`src/rtl/lse_pkg.sv`:
```
// ----------------------------------------------------------------------------
// LSB stego extractor package
// Pixel and result beat types and stream constants shared by the block.
// ----------------------------------------------------------------------------
`default_nettype none

package lse_pkg;

    localparam int unsigned ByteWidth   = 8;
    localparam int unsigned ColorWidth  = 8;
    localparam int unsigned BitsPerPix  = 3;
    localparam int unsigned HeldWidth   = 3;
    localparam int unsigned SumWidth    = 4;
    localparam int unsigned ShiftWidth  = 2;
    localparam int unsigned RemWidth    = ByteWidth - 1;
    localparam int unsigned StreamWidth = RemWidth + BitsPerPix;

    localparam logic KIND_HEADER = 1'b0;
    localparam logic KIND_CHAR   = 1'b1;

    typedef struct packed {
        logic [ColorWidth-1:0] red;
        logic [ColorWidth-1:0] green;
        logic [ColorWidth-1:0] blue;
        logic                  restart;
    } pixel_t;

    typedef struct packed {
        logic                 kind;
        logic [ByteWidth-1:0] value;
        logic                 last;
    } result_t;

endpackage

`default_nettype wire

```
`src/rtl/lse_stream_if.sv`:
```
// ----------------------------------------------------------------------------
// LSB stego stream interface
// Valid/ready channel carrying one payload beat per handshake.
// ----------------------------------------------------------------------------
`default_nettype none

interface lse_stream_if #(
    parameter type payload_t = logic [7:0]
);
    logic     valid;
    logic     ready;
    payload_t payload;

    modport source (
        output valid,
        output payload,
        input  ready
    );

    modport sink (
        input  valid,
        input  payload,
        output ready
    );
endinterface

`default_nettype wire

```
`src/rtl/lsb_stego_message_extractor.sv`:
```
// ----------------------------------------------------------------------------
// LSB stego message extractor
// Recovers a length-prefixed message from the pixel LSBs of an image stream.
// ----------------------------------------------------------------------------
// Usage:
//   pixel   : sink channel, one RGB pixel per beat; bit 0 of red, green and
//             blue feed the bit stream, restart marks the first pixel of an
//             image and clears the extraction state before that pixel.
//   message : source channel, at most one beat per pixel: the length header
//             (kind 0) then each character (kind 1); last marks the final
//             byte, or a zero-length header. After the message, pixels are
//             taken and dropped until the next restart.
//   Timing  : a result appears in the cycle after the pixel that completes it.
//   Throughput: one pixel per cycle unless stalled (see Stall); the bit
//             packer updates its state in the same cycle the pixel is taken
//             and the result register holds the byte.
//   Reset   : rst_n clears the packer state and empties the result register.
//   Stall   : while a result waits and message.ready is low, pixel.ready
//             drops; the held beat stays stable until taken.
// ----------------------------------------------------------------------------
`default_nettype none

module lsb_stego_message_extractor (
    input  wire logic   clk,
    input  wire logic   rst_n,
    lse_stream_if.sink   pixel,
    lse_stream_if.source message
);

    logic             accept;
    logic             fire;
    lse_pkg::result_t res;
    logic             valid_reg, valid_next;
    lse_pkg::result_t res_reg;

    assign pixel.ready = !valid_reg || message.ready;
    assign accept      = pixel.valid && pixel.ready;

    lse_extract u_extract (
        .clk   (clk),
        .rst_n (rst_n),
        .step  (accept),
        .px    (pixel.payload),
        .fire  (fire),
        .res   (res)
    );

    always_comb
    begin
        valid_next = valid_reg;
        if (accept)
            valid_next = fire;
        else if (message.ready)
            valid_next = 1'b0;
    end

    always_ff @(posedge clk or negedge rst_n)
    begin
        if (!rst_n)
            valid_reg <= 1'b0;
        else
            valid_reg <= valid_next;
    end

    always_ff @(posedge clk)
    begin
        if (accept && fire)
            res_reg <= res;
    end

    assign message.valid   = valid_reg;
    assign message.payload = res_reg;

endmodule

`default_nettype wire

```
`src/rtl/lse_extract.sv`:
```
// ----------------------------------------------------------------------------
// LSB stego bit packer
// Collects three pixel LSBs per beat, assembles bytes MSB first and tracks
// the length header and the remaining message characters.
// ----------------------------------------------------------------------------
`default_nettype none

module lse_extract (
    input  wire logic            clk,
    input  wire logic            rst_n,
    input  wire logic            step,
    input  wire lse_pkg::pixel_t px,
    output logic                 fire,
    output lse_pkg::result_t     res
);

    logic [lse_pkg::RemWidth-1:0]  buf_reg,  buf_next;
    logic [lse_pkg::HeldWidth-1:0] held_reg, held_next;
    logic                          payload_reg, payload_next;
    logic [lse_pkg::ByteWidth-1:0] left_reg, left_next;
    logic                          fin_reg, fin_next;

    logic [lse_pkg::RemWidth-1:0]    cur_buf;
    logic [lse_pkg::HeldWidth-1:0]   cur_held;
    logic                            cur_payload;
    logic [lse_pkg::ByteWidth-1:0]   cur_left;
    logic                            cur_fin;
    logic [lse_pkg::BitsPerPix-1:0]  bits;
    logic [lse_pkg::StreamWidth-1:0] stream;
    logic [lse_pkg::SumWidth-1:0]    sum;
    logic [lse_pkg::ShiftWidth-1:0]  sh;
    logic [lse_pkg::ByteWidth-1:0]   byte_val;
    logic [lse_pkg::RemWidth-1:0]    rem;
    logic [lse_pkg::ByteWidth-1:0]   left_dec;

    always_comb
    begin
        cur_buf     = px.restart ? '0 : buf_reg;
        cur_held    = px.restart ? '0 : held_reg;
        cur_payload = px.restart ? 1'b0 : payload_reg;
        cur_left    = px.restart ? '0 : left_reg;
        cur_fin     = px.restart ? 1'b0 : fin_reg;

        bits     = {px.red[0], px.green[0], px.blue[0]};
        stream   = {cur_buf, bits};
        sum      = {1'b0, cur_held} + lse_pkg::SumWidth'(lse_pkg::BitsPerPix);
        sh       = sum[lse_pkg::ShiftWidth-1:0];
        left_dec = cur_left - lse_pkg::ByteWidth'(1);

        case (sh)
            2'd0:
            begin
                byte_val = stream[7:0];
                rem      = '0;
            end
            2'd1:
            begin
                byte_val = stream[8:1];
                rem      = {6'b0, stream[0]};
            end
            default:
            begin
                byte_val = stream[9:2];
                rem      = {5'b0, stream[1:0]};
            end
        endcase

        buf_next     = cur_buf;
        held_next    = cur_held;
        payload_next = cur_payload;
        left_next    = cur_left;
        fin_next     = cur_fin;
        fire         = 1'b0;
        res.kind     = lse_pkg::KIND_HEADER;
        res.value    = byte_val;
        res.last     = 1'b0;

        if (!cur_fin)
        begin
            if (!sum[lse_pkg::SumWidth-1])
            begin
                buf_next  = stream[lse_pkg::RemWidth-1:0];
                held_next = sum[lse_pkg::HeldWidth-1:0];
            end
            else
            begin
                fire      = 1'b1;
                buf_next  = rem;
                held_next = {1'b0, sh};
                if (!cur_payload)
                begin
                    res.kind = lse_pkg::KIND_HEADER;
                    if (byte_val == '0)
                    begin
                        res.last = 1'b1;
                        fin_next = 1'b1;
                    end
                    else
                    begin
                        payload_next = 1'b1;
                        left_next    = byte_val;
                    end
                end
                else
                begin
                    res.kind  = lse_pkg::KIND_CHAR;
                    left_next = left_dec;
                    if (left_dec == '0)
                    begin
                        res.last = 1'b1;
                        fin_next = 1'b1;
                    end
                end
            end
        end
    end

    always_ff @(posedge clk or negedge rst_n)
    begin
        if (!rst_n)
        begin
            buf_reg     <= '0;
            held_reg    <= '0;
            payload_reg <= 1'b0;
            left_reg    <= '0;
            fin_reg     <= 1'b0;
        end
        else if (step)
        begin
            buf_reg     <= buf_next;
            held_reg    <= held_next;
            payload_reg <= payload_next;
            left_reg    <= left_next;
            fin_reg     <= fin_next;
        end
    end

endmodule

`default_nettype wire

```
`src/flat_wrapper.sv`:
```
// flat-port wrapper written by rule: the top's interface ports become plain ports
module lsb_stego_message_extractor_flat 
  (clk, rst_n, pixel_valid, pixel_payload, pixel_ready, message_valid, message_payload, message_ready);
  lse_stream_if #(.payload_t(lse_pkg::pixel_t)) pixel_i ();
  lse_stream_if #(.payload_t(lse_pkg::result_t)) message_i ();
  input  wire logic clk;
  input  wire logic rst_n;
  input wire logic [$bits(pixel_i.valid)-1:0] pixel_valid;
  input wire logic [$bits(pixel_i.payload)-1:0] pixel_payload;
  output wire logic [$bits(pixel_i.ready)-1:0] pixel_ready;
  output wire logic [$bits(message_i.valid)-1:0] message_valid;
  output wire logic [$bits(message_i.payload)-1:0] message_payload;
  input wire logic [$bits(message_i.ready)-1:0] message_ready;
  assign pixel_i.valid = pixel_valid;
  assign pixel_i.payload = pixel_payload;
  assign pixel_ready = pixel_i.ready;
  assign message_valid = message_i.valid;
  assign message_payload = message_i.payload;
  assign message_i.ready = message_ready;
  lsb_stego_message_extractor u_core (.clk(clk), .rst_n(rst_n), .pixel(pixel_i), .message(message_i));
endmodule
```
`config.mk`:
```
export PLATFORM = sky130hd
export DESIGN_NAME = lsb_stego_message_extractor_flat
export DESIGN_NICKNAME = d
export VERILOG_FILES = /design/src/rtl/lse_pkg.sv /design/src/rtl/lse_stream_if.sv /design/src/rtl/lsb_stego_message_extractor.sv /design/src/rtl/lse_extract.sv /design/src/flat_wrapper.sv
export SDC_FILE = /design/constraint.sdc
export NUM_CORES = 1
export LEC_CHECK = 0
export BUFFER_PORTS_ARGS = -buffer_cell sky130_fd_sc_hd__buf_4
export CORE_UTILIZATION = 55
export DETAILED_ROUTE_END_ITERATION = 10
export HOLD_SLACK_MARGIN = 0.02
export PLACE_DENSITY = 0.83
export SYNTH_ARGS = -nofsm -noshare
export SYNTH_HDL_FRONTEND = slang
export SYNTH_SLANG_ARGS = --single-unit
```
`constraint.sdc`:
```
create_clock -name clk -period 2.5 [get_ports clk]
set_input_delay 0.5 -clock clk [delete_from_list [all_inputs] [get_ports clk]]
set_output_delay 0.5 -clock clk [all_outputs]
set_load 0.02 [all_outputs]
```
# --- After elaboration in Yosys (flattened, before gate mapping) ---
# Index checks and enable logic that the tools add are counted.
word_totals:
  wordCells: 51
  ff_bits: 31
  output_inout_bits: 12
  inputBits: 29
op_classes:
  addsub: 2
  n_mux: 29
  bitwise: 1
  n_reduce_logical: 9
  eq_ne: 1
ops:
  columns: ["op", "count"]
  rows:
  - ["$mux 8", 5]
  - ["$mux 7", 3]
  - ["$logic_not 8->1", 2]
  - ["$mux 1", 16]
  - ["$pmux 8 s2", 1]
  - ["$mux 3", 3]
  - ["$sub 8x1->8 const B", 1]
  - ["$add 3x2->4 const B", 1]
  - ["$pmux 2 s2", 1]
  - ["$eq 2x1->1 const B", 1]
  - ["$logic_and 1x1->1", 2]
  - ["$logic_not 2->1", 1]
  - ["$reduce_bool 2->1", 1]
  - ["$reduce_or 2->1", 1]
  - ["$logic_not 1->1", 1]
  - ["$logic_or 1x1->1", 1]
  - ["$not 1->1", 1]

# --- Longest topological paths before layout ---
# Gate-level depths: netlist (run 1).
logic_depth:
  ltp_word: 9
  ltp_mapped: 11
  mapped_depth_nobuf: 9

# --- Hierarchy ---
# Synthesis (run 1) repeated with hierarchy kept, for this count alone.
unflattened:
  cells_unflattened: 212
  area_unflattened_um2: 1941.9
by_module_without_submodules:
  columns: ["module", "seq_area_each_um2", "area_per_inst_um2", "cells_per_inst", "n_inst"]
  rows:
  - ["lse_extract", 500.5, 1572.8, 196, 1]
  - ["lsb_stego_message_extractor", 325.3, 369.1, 16, 1]

# --- Least setup slack after synthesis (run 1) ---
# Ideal clock, no wire load.
synth_timing:
  path_type: "input to register"
  startpoint: "in pixel_payload[0]"
  endpoint: "reg u_core.u_extract.left_reg[2] in the netlist's numbering"
  setup_ns: 0.092
  path_stages: 10
  slack_ns: -0.289
  path_buffers: 3
  required_time_ns: 2.408
  t_arrival_ns: 2.697
  cell_sequence: "clkbuf_1 clkbuf_1 nor2b_1 ha_1 buf_2 a221o_1 and3_4 nor4_4 a21oi_2 o31ai_2"
synth_lines:
  columns: ["item", "line_no", "text"]
  rows:
  - ["start, declared", "flat_wrapper.sv:9", "input wire logic [$bits(pixel_i.payload)-1:0] pixel_payload;"]
  - ["end signal, assigned", "lse_extract.sv:133", "left_reg <= left_next;"]
  - ["end, declared", "lse_extract.sv:20", "logic [lse_pkg::ByteWidth-1:0] left_reg, left_next;"]

# --- Worst setup path after layout (run 1) ---
layout_timing:
  startpoint: "reg u_core.u_extract.held_reg[1] in the netlist's numbering"
  endpoint: "reg u_core.res_reg (netlist bit u_core.message.payload[0]) (data pin)"
layout_via:
  elab_chain_len: 8
  word_cells_on_any_way: 9
  classes_between: "1 x add/sub; 1 x eq/ne; 5 x mux; 2 x reduce/logical"
layout_rtl:
  columns: ["item", "line_no", "text"]
  rows:
  - ["start, declared", "lse_extract.sv:18", "logic [lse_pkg::HeldWidth-1:0] held_reg, held_next;"]
  - ["start signal, assigned", "lse_extract.sv:131", "held_reg <= held_next;"]
  - ["$mux 3 (*)", "lse_extract.sv:39", "cur_held = px.restart ? '0 : held_reg;"]
  - ["$add 3x2->4 (*)", "lse_extract.sv:46", "sum = {1'b0, cur_held} + lse_pkg::SumWidth'(lse_pkg::BitsPerPix);"]
  - ["$eq 2x1->1 / $logic_not 2->1 (equally long branches)", "lse_extract.sv:50", "case (sh)"]
  - ["$pmux 8 s2", "lse_extract.sv:50", null]
  - ["$logic_not 8->1", "lse_extract.sv:93", "if (byte_val == '0)"]
  - ["$mux 1", "lse_extract.sv:93", null]
  - ["$mux 1", "lse_extract.sv:90", "if (!cur_payload)"]
  - ["$mux 1 (*)", null, null]
  - ["end signal, assigned", "lsb_stego_message_extractor.sv:68", "res_reg <= res;"]
  - ["end, declared", "lsb_stego_message_extractor.sv:34", "lse_pkg::result_t res_reg;"]
# Mark *: on every way between the ends. The rest lies on a longest branch, timed or not.
# A chain may end at the register's enable or synchronous reset.

==> metrics, run 1 <==
WL/cell 17.19 µm; Netlist cell types 54; GRT Overall Usage between 20 and 30%; register area share after synthesis roughly two fifths; area leader, netlist dfrtp_1; area grow syn2layout 21.26%; htree depth 2; Final Instance Area 0.002434 mm²; path type of the worst min-delay path primary input to async pin; Max IR drop VDD a little over 0.6 mV; dominant cells by area after synthesis dfrtp_1 26%, edfxtp_1 15%, ha_1 4.4%; sequential share of power approximately a third; Async S/R FF share, synth 67.74%; Final period util 95.08%; Final Hold Viols 0; Detailed Route Iter0 Violations ~190; Placed Cells 293; initial core utilization about three fifths; die width 62.41 µm; filler cell count roughly 270; Largest register FFs 10; post-layout min period between 2 and 2.5 ns; critical path fanouts, max 7; Slew HR between 50 and 60%; # nets final 290; IO Pins approximately 40; Synthesis Warnings 0; Setup TNS 0 ns; worst clock skew about 0.008 ns; mapped cell area approximately 0.002 mm²; First-pass DRT Iterations 4; Worst-path clk slew roughly 0.1 ns; layout cell share with drive strength beyond 1 between 20% and 30%; RR Endpoint u_core.message.payload[0]; R2R depth 9; Slew Limit Fails 0; crit path launch type register; post-route insts no fill around 300; Clock Latency Late Sink about 0.33 ns; leak pwr 0.001040 µW; critical path class register to register; routed wire length around 5200 µm; Setup-failing EPs final 0; post-synthesis register bit count 31; CTS tree built; Synth Flop Type dfrtp_1; critical path cell sequence nand2_1, buf_4, inv_1, ha_1, a22oi_1, a221oi_2, nor4_4, a2bb2oi_1, nor2_1; Worst-Margin Slew ~0.64 ns; DR vias a little under 2k; total gr overflow 0; WP data arrival about 2.5 ns; Routed Antenna Nets 0; CTS Buf Count 5; slowest stage delay, CP 0.40 ns; PwrDens approximately 1100 mW/mm²; Hold WS between 0.04 and 0.05 ns; fin util 71.25%; Sink Count 31; core area ~0.0034 mm²; status finished, final reports clean; Worst Setup End Kind register; initial antenna violation count 0; via density per instance approximately 6.5; Synth Instances roughly 220; NetSw roughly 1200 µW; R2R Path Start u_core.u_extract.held_reg[1]; post-DP HPWL about 3700 µm; Syn Nets roughly 250; largest net degree at the start of global routing 28; first-pass GRT wire length slightly below 9000 µm; Port Buffers 19; CTS root buffer clkbuf_4; Placer Congestion 0.9175; DRC violations left 0; placed cell area roughly 0.0024 mm²; Required @ worst endpoint 2.58 ns; Mean Syn Cell Area 9.249 µm²; # diodes 0; Worst R2R Setup Slack between 0.1 and 0.15 ns; row count 21; Die Height around 62 µm; vias in the first global route ~1.8k; Comb power frac between 50% and 60%; number of flops mapped to enable cells by yosys 10; post-synth top area share between 20% and 30%; switching share of power 44.04%; slowest library cell on the worst path a221oi_2; Clock power frac 10.6%; Int Power approximately 1500 µW; die area 0.003894 mm²; RSZ-0062 raised after global routing no; fmax 420.7 MHz; clk buf depth 2; Max Cap Viol 0
==> how the worst max path moves through the flow <==
| stage | slack (ns) | endpoint | cells after the start | startpoint |
|---|---|---|---|---|
| 6_report | 0.12 | u_core.message.payload[0] | 9 | u_core.u_extract.held_reg[1] |
| 5_1_grt | 0.01 | u_core.message.payload[0] | 9 | u_core.u_extract.held_reg[1] |
| 4_1_cts | 0.09 | u_core.message.payload[0] | 8 | u_core.u_extract.held_reg[0] |
| 3_5_place_dp | -0.17 | u_core.message.payload[0] | 10 | pixel_payload[0] |
| 3_3_place_gp | -0.08 | u_core.message.payload[0] | 10 | pixel_payload[0] |
| 2_1_floorplan | 0.003 | u_core.u_extract.left_reg[2] | 10 | pixel_payload[0] |
==> per-layer routing <==
layer | track usage, % | up-vias | share of wire [%]
met2 | 44.84 | 108 | 48
met3 | 4.745 | 8 | 8.7
li1 | - | 903 | -
met5 | 0 | - | 0
met1 | 40.65 | 939 | 42
met4 | 9.884 | 0 | 1.4
==> through the flow <==
stage | setup WS, ns | power (µW)
floorplan | 0.003143 | 1824
global placement | -0.07757 | 2312
detailed placement | -0.1660 | 2351
CTS | 0.09334 | 2631
global route | 0.009642 | 2847
finish | 0.1229 | 2675
==> synth_stat cells (6+ instances only) <==
library cell,n
a21oi_1,8
a221oi_1,6
a22oi_1,7
clkbuf_1,12
dfrtp_1,21
edfxtp_1,10
ha_1,7
inv_1,12
nand2_1,22
nand2b_1,6
nor2_1,10
o21ai_0,16
==> critical path: cells and delay by family (launching register included) <==
kind                     cells  cell delay (ns)
flip-flops                   1             0.39
AND/OR/NAND/NOR              3             0.29
adder cells (fa/ha/maj)      1             0.32
AO/OA/AOI/OAI                3             0.91
buffers and inverters        2             0.21
==> power groups by stage <==
stage / logic (µW) / registers (µW) / clock network, µW
6_report: 1490 / 907 / 283
5_1_grt: 1610 / 930 / 305
4_1_cts: 1450 / 898 / 281
3_5_place_dp: 1440 / 907 / 0
3_3_place_gp: 1410 / 901 / 0
2_1_floorplan: 962 / 862 / 0
==> logic make-up after synthesis <==
family	after synthesis	synth area share (%)
AO/OA/AOI/OAI	77	28.24
AND/OR/NAND/NOR	73	19.95
flip-flops	31	41.15
buffers and inverters	27	5.174
adder cells (fa/ha/maj)	7	4.364
multiplexers	2	1.122
==> what timing repair did <==
| action | 4_1_cts | 5_1_grt |
|---|---|---|
| setup endpoints to repair | 0 | 4 |
| gates resized for setup | 0 | 1 |
| setup buffers | 0 | 0 |
| hold buffers | 0 | 0 |
| hold endpoints to repair | 0 | 0 |
==> area by class of cell <==
| cell class | instances | area (µm²) | share of cell area, % |
|---|---|---|---|
| clock buffers | 7 | 45.04 | 1.851 |
| clock inverters | 1 | 5.005 | 0.2057 |
| inverters | 13 | 48.80 | 2.005 |
| multi-input cells | 159 | 1121 | 46.07 |
| flip-flops and latches | 31 | 825.8 | 33.93 |
| well taps | 46 | 57.56 | 2.365 |
| repair buffers | 44 | 330.3 | 13.57 |
==> placed cells by master (no fill, tap or decap), types with 2 or more instances in the layout <==
master | Yosys | routed
ha_2 | 0 | 2
a21oi_1 | 8 | 8
buf_4 | 0 | 44
dfrtp_1 | 21 | 21
and3_1 | 2 | 2
o31ai_2 | 3 | 3
inv_1 | 12 | 12
a2bb2oi_1 | 3 | 3
edfxtp_1 | 10 | 10
a221o_1 | 3 | 3
nor2b_1 | 5 | 4
o221ai_1 | 2 | 2
nor3_1 | 5 | 5
nand2b_1 | 6 | 6
a32oi_1 | 4 | 4
a22oi_1 | 7 | 7
o21ai_0 | 16 | 16
a221oi_1 | 6 | 3
o22ai_1 | 2 | 2
nor2_1 | 10 | 10
clkbuf_4 | 0 | 5
o21ai_1 | 2 | 2
a31oi_1 | 2 | 2
mux2_2 | 2 | 2
ha_1 | 7 | 5
nand3_1 | 3 | 3
nand4_1 | 4 | 4
clkbuf_1 | 12 | 2
nand2_1 | 22 | 22
o31a_1 | 3 | 3
nor4_1 | 5 | 5
o31ai_1 | 3 | 3
a221oi_2 | 0 | 2
Note: power is estimated with default switching activity, not from simulation.
==> run 2, diff against run 1 <==
- REMOVE_ABC_BUFFERS: default -> 1
==> metrics, run 2 (synthesized netlist as in run 1, its figures left out) <==
Final Hold Viols 0 (unchanged); initial antenna violation count 0 (unchanged); Required @ worst endpoint 2.73 ns (was 2.58 ns); crit path launch type register (unchanged); Setup TNS 0 ns (unchanged); Sink Count 31 (unchanged); Worst Setup End Kind register (unchanged); layout cell share with drive strength beyond 1 25.68% (was 26.27%); PwrDens 1086 mW/mm² (was 1099 mW/mm²); DR vias 1961 (was 1958); WL/cell 16.37 µm (was 17.19 µm); first-pass GRT wire length 8687 µm (was 8818 µm); Largest register FFs 10 (unchanged); GRT Overall Usage 28.76% (was 28.77%); initial core utilization 58.75% (unchanged); Placer Congestion 0.9022 (was 0.9175); Routed Antenna Nets 0 (unchanged); # nets final 292 (was 290); IO Pins 41 (unchanged); Slew Limit Fails 0 (unchanged); vias in the first global route 1797 (was 1796); Detailed Route Iter0 Violations 239 (was 186); RSZ-0062 raised after global routing yes (was no); htree depth 2 (unchanged); path type of the worst min-delay path primary input to async pin (unchanged); Worst-Margin Slew 0.5857 ns (was 0.6358 ns); critical path class register to register (unchanged); die width 62.41 µm (unchanged); post-layout min period 2.437 ns (was 2.377 ns); area grow syn2layout 20.64% (was 21.26%); Clock Latency Late Sink 0.34 ns (was 0.33 ns); fmax 410.4 MHz (was 420.7 MHz); Slew HR 60.69% (was 57.33%); routed wire length 4959 µm (was 5174 µm); total gr overflow 0 (unchanged); overall power 2629 µW (was 2675 µW); clk buf depth 2 (unchanged); commonest non-fill, non-tap cell in the layout buf_4 (unchanged); Setup-failing EPs final 0 (unchanged); First-pass DRT Iterations 5 (was 4); worst clock skew 0.01084 ns (was 0.007799 ns); Max Cap Viol 0 (unchanged); Final period util 97.46% (was 95.08%); critical path fanouts, max 5 (was 7); WP data arrival 2.67 ns (was 2.46 ns); # diodes 0 (unchanged); CTS tree built (unchanged); die area 0.003894 mm² (unchanged); cts hold-fix bufs 0 (unchanged); post-DP HPWL 3609 µm (was 3696 µm); CTS root buffer clkbuf_4 (unchanged); Die Height 62.41 µm (unchanged); DRC violations left 0 (unchanged); via density per instance 6.472 (was 6.505); Port Buffers 19 (unchanged); leak pwr 0.001047 µW (was 0.001040 µW); core area 0.003416 mm² (unchanged); CTS Buf Count 5 (unchanged); post-CTS setup buffer count 0 (unchanged); most frequent cells in the layout 46 x buf_4, 22 x nand2_1, 21 x dfrtp_1 (was 44 x buf_4, 22 x nand2_1, 21 x dfrtp_1); Worst-path clk slew 0.10 ns (about the same); largest net degree at the start of global routing 28 (unchanged); row count 21 (unchanged); Max IR drop VDD 0.6305 mV (was 0.6122 mV); status finished, final reports clean (unchanged)
[run 2: changes by cell type in the layout (fill, tap and decap cells not counted)]
cell	change
o21ai_0	-2
o21ai_1	+2
a221oi_4	-1
ha_2	-2
nor2b_2	+1
a221oi_1	+1
buf_4	+2
nor2b_4	-1
ha_1	+2
[run 2: path summary, 6_finish.rpt]
path / cells after the start / slack [ns] / from / end
max: 8 / 0.06 / u_core.u_extract.held_reg[0] / u_core.u_extract.left_reg[2]
min: 1 / 0.03 / rst_n / u_core.u_extract.buf_reg[3]
max reg2reg: 8 / 0.06 / u_core.u_extract.held_reg[0] / u_core.u_extract.left_reg[2]
min reg2reg: 2 / 0.54 / u_core.u_extract.buf_reg[6] / u_core.u_extract.buf_reg[6]
max in group asynchronous: 1 / 2.23 / rst_n / u_core.u_extract.left_reg[6]
min in group clk: 3 / 0.43 / pixel_payload[17] / u_core.u_extract.buf_reg[2]
[run 2: what timing repair did]
action                                 CTS  global route
setup endpoints to repair                0            10
gates resized for setup                  0             6
endpoints found under the hold margin    0             0
[run 2: layer usage]
| metal | vias up | share of wire, % | track usage, % |
|---|---|---|---|
| li1 | 912 | - | - |
| met1 | 937 | 44 | 40.10 |
| met2 | 98 | 44 | 43.21 |
| met3 | 14 | 8.9 | 7.482 |
| met4 | 0 | 2.7 | 10.17 |
| met5 | - | 0 | 0 |
[run 2: worst max-delay path, cell delays in order, from the launching register on]
cell and delay, ns:
dfrtp_1 0.38, nor2b_2 0.17, buf_4 0.13, ha_1 0.25
a221o_1 0.39, and3_4 0.19, nor4_4 0.36, a21oi_2 0.20
o31ai_2 0.25
[run 2: metrics by stage]
step	instance area, µm²	setup slack (ns)	hold slack [ns]	utilization (%)	std cells
2_1_floorplan	1952	-0.1150	0.2044	-	203
3_3_place_gp	2355	-0.1193	0.4076	68.94	295
3_5_place_dp	2355	-0.1714	0.4068	68.94	295
4_1_cts	2405	0.06770	0.04392	70.40	303
5_1_grt	2421	-0.01688	0.03219	70.88	303
6_report	2421	0.06348	0.03480	70.88	303
[run 2: report_power, final]
group	switching, µW	total, µW	internal [µW]	leakage [µW]
registers	210	903	693	0.000363
clock network	168	277	109	0.0000293
logic	768	1450	680	0.000654
total	1150	2630	1480	0.00105
[run 2: area by class of cell]
type / count / area, µm²
Clock inverter: 1 / 5.005
Inverter: 13 / 48.80
Tap cell: 46 / 57.56
Sequential cell: 31 / 825.8
Timing Repair Buffer: 46 / 345.3
Clock buffer: 7 / 45.04
Multi-Input combinational cell: 159 / 1094
Fill cell: 274 / 994.7
==> run 3, diff against run 2 <==
- CORE_UTILIZATION: 55 -> 49
- PLACE_DENSITY: 0.83 -> 0.78
- clock period: 2.5 -> 2 ns (I/O delays scaled with it)
==> metrics, run 3 (synthesized netlist as in run 1, its figures left out) <==
fmax 441.0 MHz (was 410.4 MHz); Slew HR 51.77% (was 60.69%); Final Instance Area 0.002993 mm² (was 0.002421 mm²); CTS tree built (unchanged); Port Buffers 19 (unchanged); core area 0.003799 mm² (was 0.003416 mm²); Worst Setup End Kind register (unchanged); Clock Latency Late Sink 0.28 ns (was 0.34 ns); row count 22 (was 21); Worst-Margin Slew 0.7186 ns (was 0.5857 ns); post-layout min period 2.267 ns (was 2.437 ns); RSZ-0062 raised after global routing yes (unchanged); post-DP HPWL 4338 µm (was 3609 µm); commonest non-fill, non-tap cell in the layout buf_4 (unchanged); Worst Setup SP u_core.u_extract.held_reg[0] (unchanged); die area 0.004356 mm² (was 0.003894 mm²); largest net degree at the start of global routing 28 (unchanged); DR vias 2302 (was 1961); GRT Overall Usage 35.77% (was 28.76%); Worst R2R Setup Slack -0.27 ns (was 0.06 ns); initial antenna violation count 0 (unchanged); Sink Count 31 (unchanged); Register Area 825.8 µm² (unchanged); post-route insts no fill 336 (was 303); Setup-failing EPs final 12 (was 0); WL/cell 22.99 µm (was 16.37 µm); total gr overflow 0 (unchanged); Final period util 113.4% (was 97.46%); initial core utilization 52.83% (was 58.75%); Max IR drop VDD 1.048 mV (was 0.6305 mV); Max Cap Viol 0 (unchanged); most frequent cells in the layout 66 x buf_4, 21 x nand2_1, 21 x dfrtp_1 (was 46 x buf_4, 22 x nand2_1, 21 x dfrtp_1); filler cell count 210 (was 274); R2R depth 10 (was 8); CTS Buf Count 5 (unchanged); worst setup margin -0.2675 ns (was 0.06348 ns); crit path launch type register (unchanged); path type of the worst min-delay path primary input to register (was primary input to async pin); Required @ worst endpoint 2.04 ns (was 2.73 ns); R2R Path Start u_core.u_extract.held_reg[0] (unchanged); critical path fanouts, max 7 (was 5); PwrDens 1515 mW/mm² (was 1086 mW/mm²); leak pwr 0.001266 µW (was 0.001047 µW); Worst-path clk slew 0.07 ns (was 0.10 ns); DRC violations left 0 (unchanged); Final Hold Viols 0 (unchanged); RR Endpoint u_core.message.payload[0] (was u_core.u_extract.left_reg[2]); Largest register FFs 10 (unchanged); critical path class register to register (unchanged); htree depth 2 (unchanged); clk buf depth 2 (unchanged); placed cell area 0.002522 mm² (was 0.002355 mm²); Die Height 66 µm (was 62.41 µm); first-pass GRT wire length 11180 µm (was 8687 µm); Placer Congestion 0.9298 (was 0.9022); layout cell share with drive strength beyond 1 42.36% (was 25.68%); via density per instance 6.851 (was 6.472); die width 66 µm (was 62.41 µm); multi-input logic area 0.001358 mm² (was 0.001094 mm²); overall power 4535 µW (was 2629 µW); routed wire length 7725 µm (was 4959 µm); # nets final 323 (was 292); Detailed Route Iter0 Violations 399 (was 239); violated checks negative setup slack; vias in the first global route 2079 (was 1797); status complete, but fails checks (was finished, final reports clean); Placed Cells 319 (was 295); Slew Limit Fails 0 (unchanged); worst clock skew 0.006580 ns (was 0.01084 ns); IO Pins 41 (unchanged); Setup TNS -2.422 ns (was 0 ns); CTS root buffer clkbuf_8 (was clkbuf_4); area grow syn2layout 49.13% (was 20.64%); First-pass DRT Iterations 5 (unchanged); # diodes 0 (unchanged); Routed Antenna Nets 0 (unchanged); WP data arrival 2.31 ns (was 2.67 ns); worst setup path endpoint u_core.message.payload[0] (was u_core.u_extract.left_reg[2]); fin util 78.79% (was 70.88%)
[run 3: cell types whose count changed in the layout (fill, tap and decap cells not counted), moves of 3 or more]
cell and change:
buf_6 +10, buf_4 +20, ha_1 -5, ha_4 +4
clkbuf_4 -5, clkbuf_8 +5, nor2b_4 +3, o21ai_0 -3
[run 3: cell type report]
cell class | count | share of cell area [%]
tap | 48 | 2.007
multi-input combinational | 159 | 45.36
sequential | 31 | 27.59
timing repair buffer | 77 | 20.65
clock inverter | 2 | 0.2508
inverter | 13 | 1.714
clock buffer | 6 | 2.425
[run 3: layer usage]
layer	track usage [%]	vias to the layer above	routed length, µm
li1	-	969	-
met1	44.79	1045	2821
met2	56.25	223	3514
met3	10.34	65	910
met4	17.02	0	479
met5	0	-	0
[run 3: how the worst min path moves through the flow]
stage	to	slack, ns	cells past startpoint	startpoint
2_1_floorplan	u_core.message.valid	0.10	0	rst_n
3_3_place_gp	u_core.u_extract.buf_reg[6]	0.30	1	rst_n
3_5_place_dp	u_core.u_extract.buf_reg[6]	0.30	1	rst_n
4_1_cts	u_core.u_extract.buf_reg[0]	0.38	3	pixel_payload[1]
5_1_grt	u_core.u_extract.buf_reg[0]	0.41	3	pixel_payload[1]
6_report	u_core.u_extract.buf_reg[0]	0.39	3	pixel_payload[1]
[run 3: stage by stage]
stage | hold WS (ns) | setup WS (ns)
3_5_place_dp | 0.3040 | -0.6262
4_1_cts | 0.3834 | -0.1685
2_1_floorplan | 0.1044 | -0.5150
5_1_grt | 0.4094 | -0.3007
3_3_place_gp | 0.3034 | -0.5654
6_report | 0.3890 | -0.2675
[run 3: worst max-delay path: stages (launching register included)]
cell and delay [ns]:
dfrtp_1 0.39, nor2b_4 0.22, buf_6 0.13, ha_4 0.24, buf_6 0.15, buf_6 0.12, a32oi_1 0.27, nor4_4 0.07
buf_4 0.17, a2bb2oi_2 0.19, nor2_1 0.07
[run 3: what timing repair did]
item | CTS | global route
endpoints found under the hold margin | 21 | 0
gates resized for setup | 47 | 21
pin swaps | 13 | 17
hold buffers | 1 | 0
setup buffers | 7 | 1
setup endpoints to repair | 13 | 22
[run 3: report_power, final]
part / internal, µW / total, µW / switching [µW]
Clock: 237 / 472 / 235
Sequential: 867 / 1110 / 243
Combinational: 1400 / 2950 / 1560
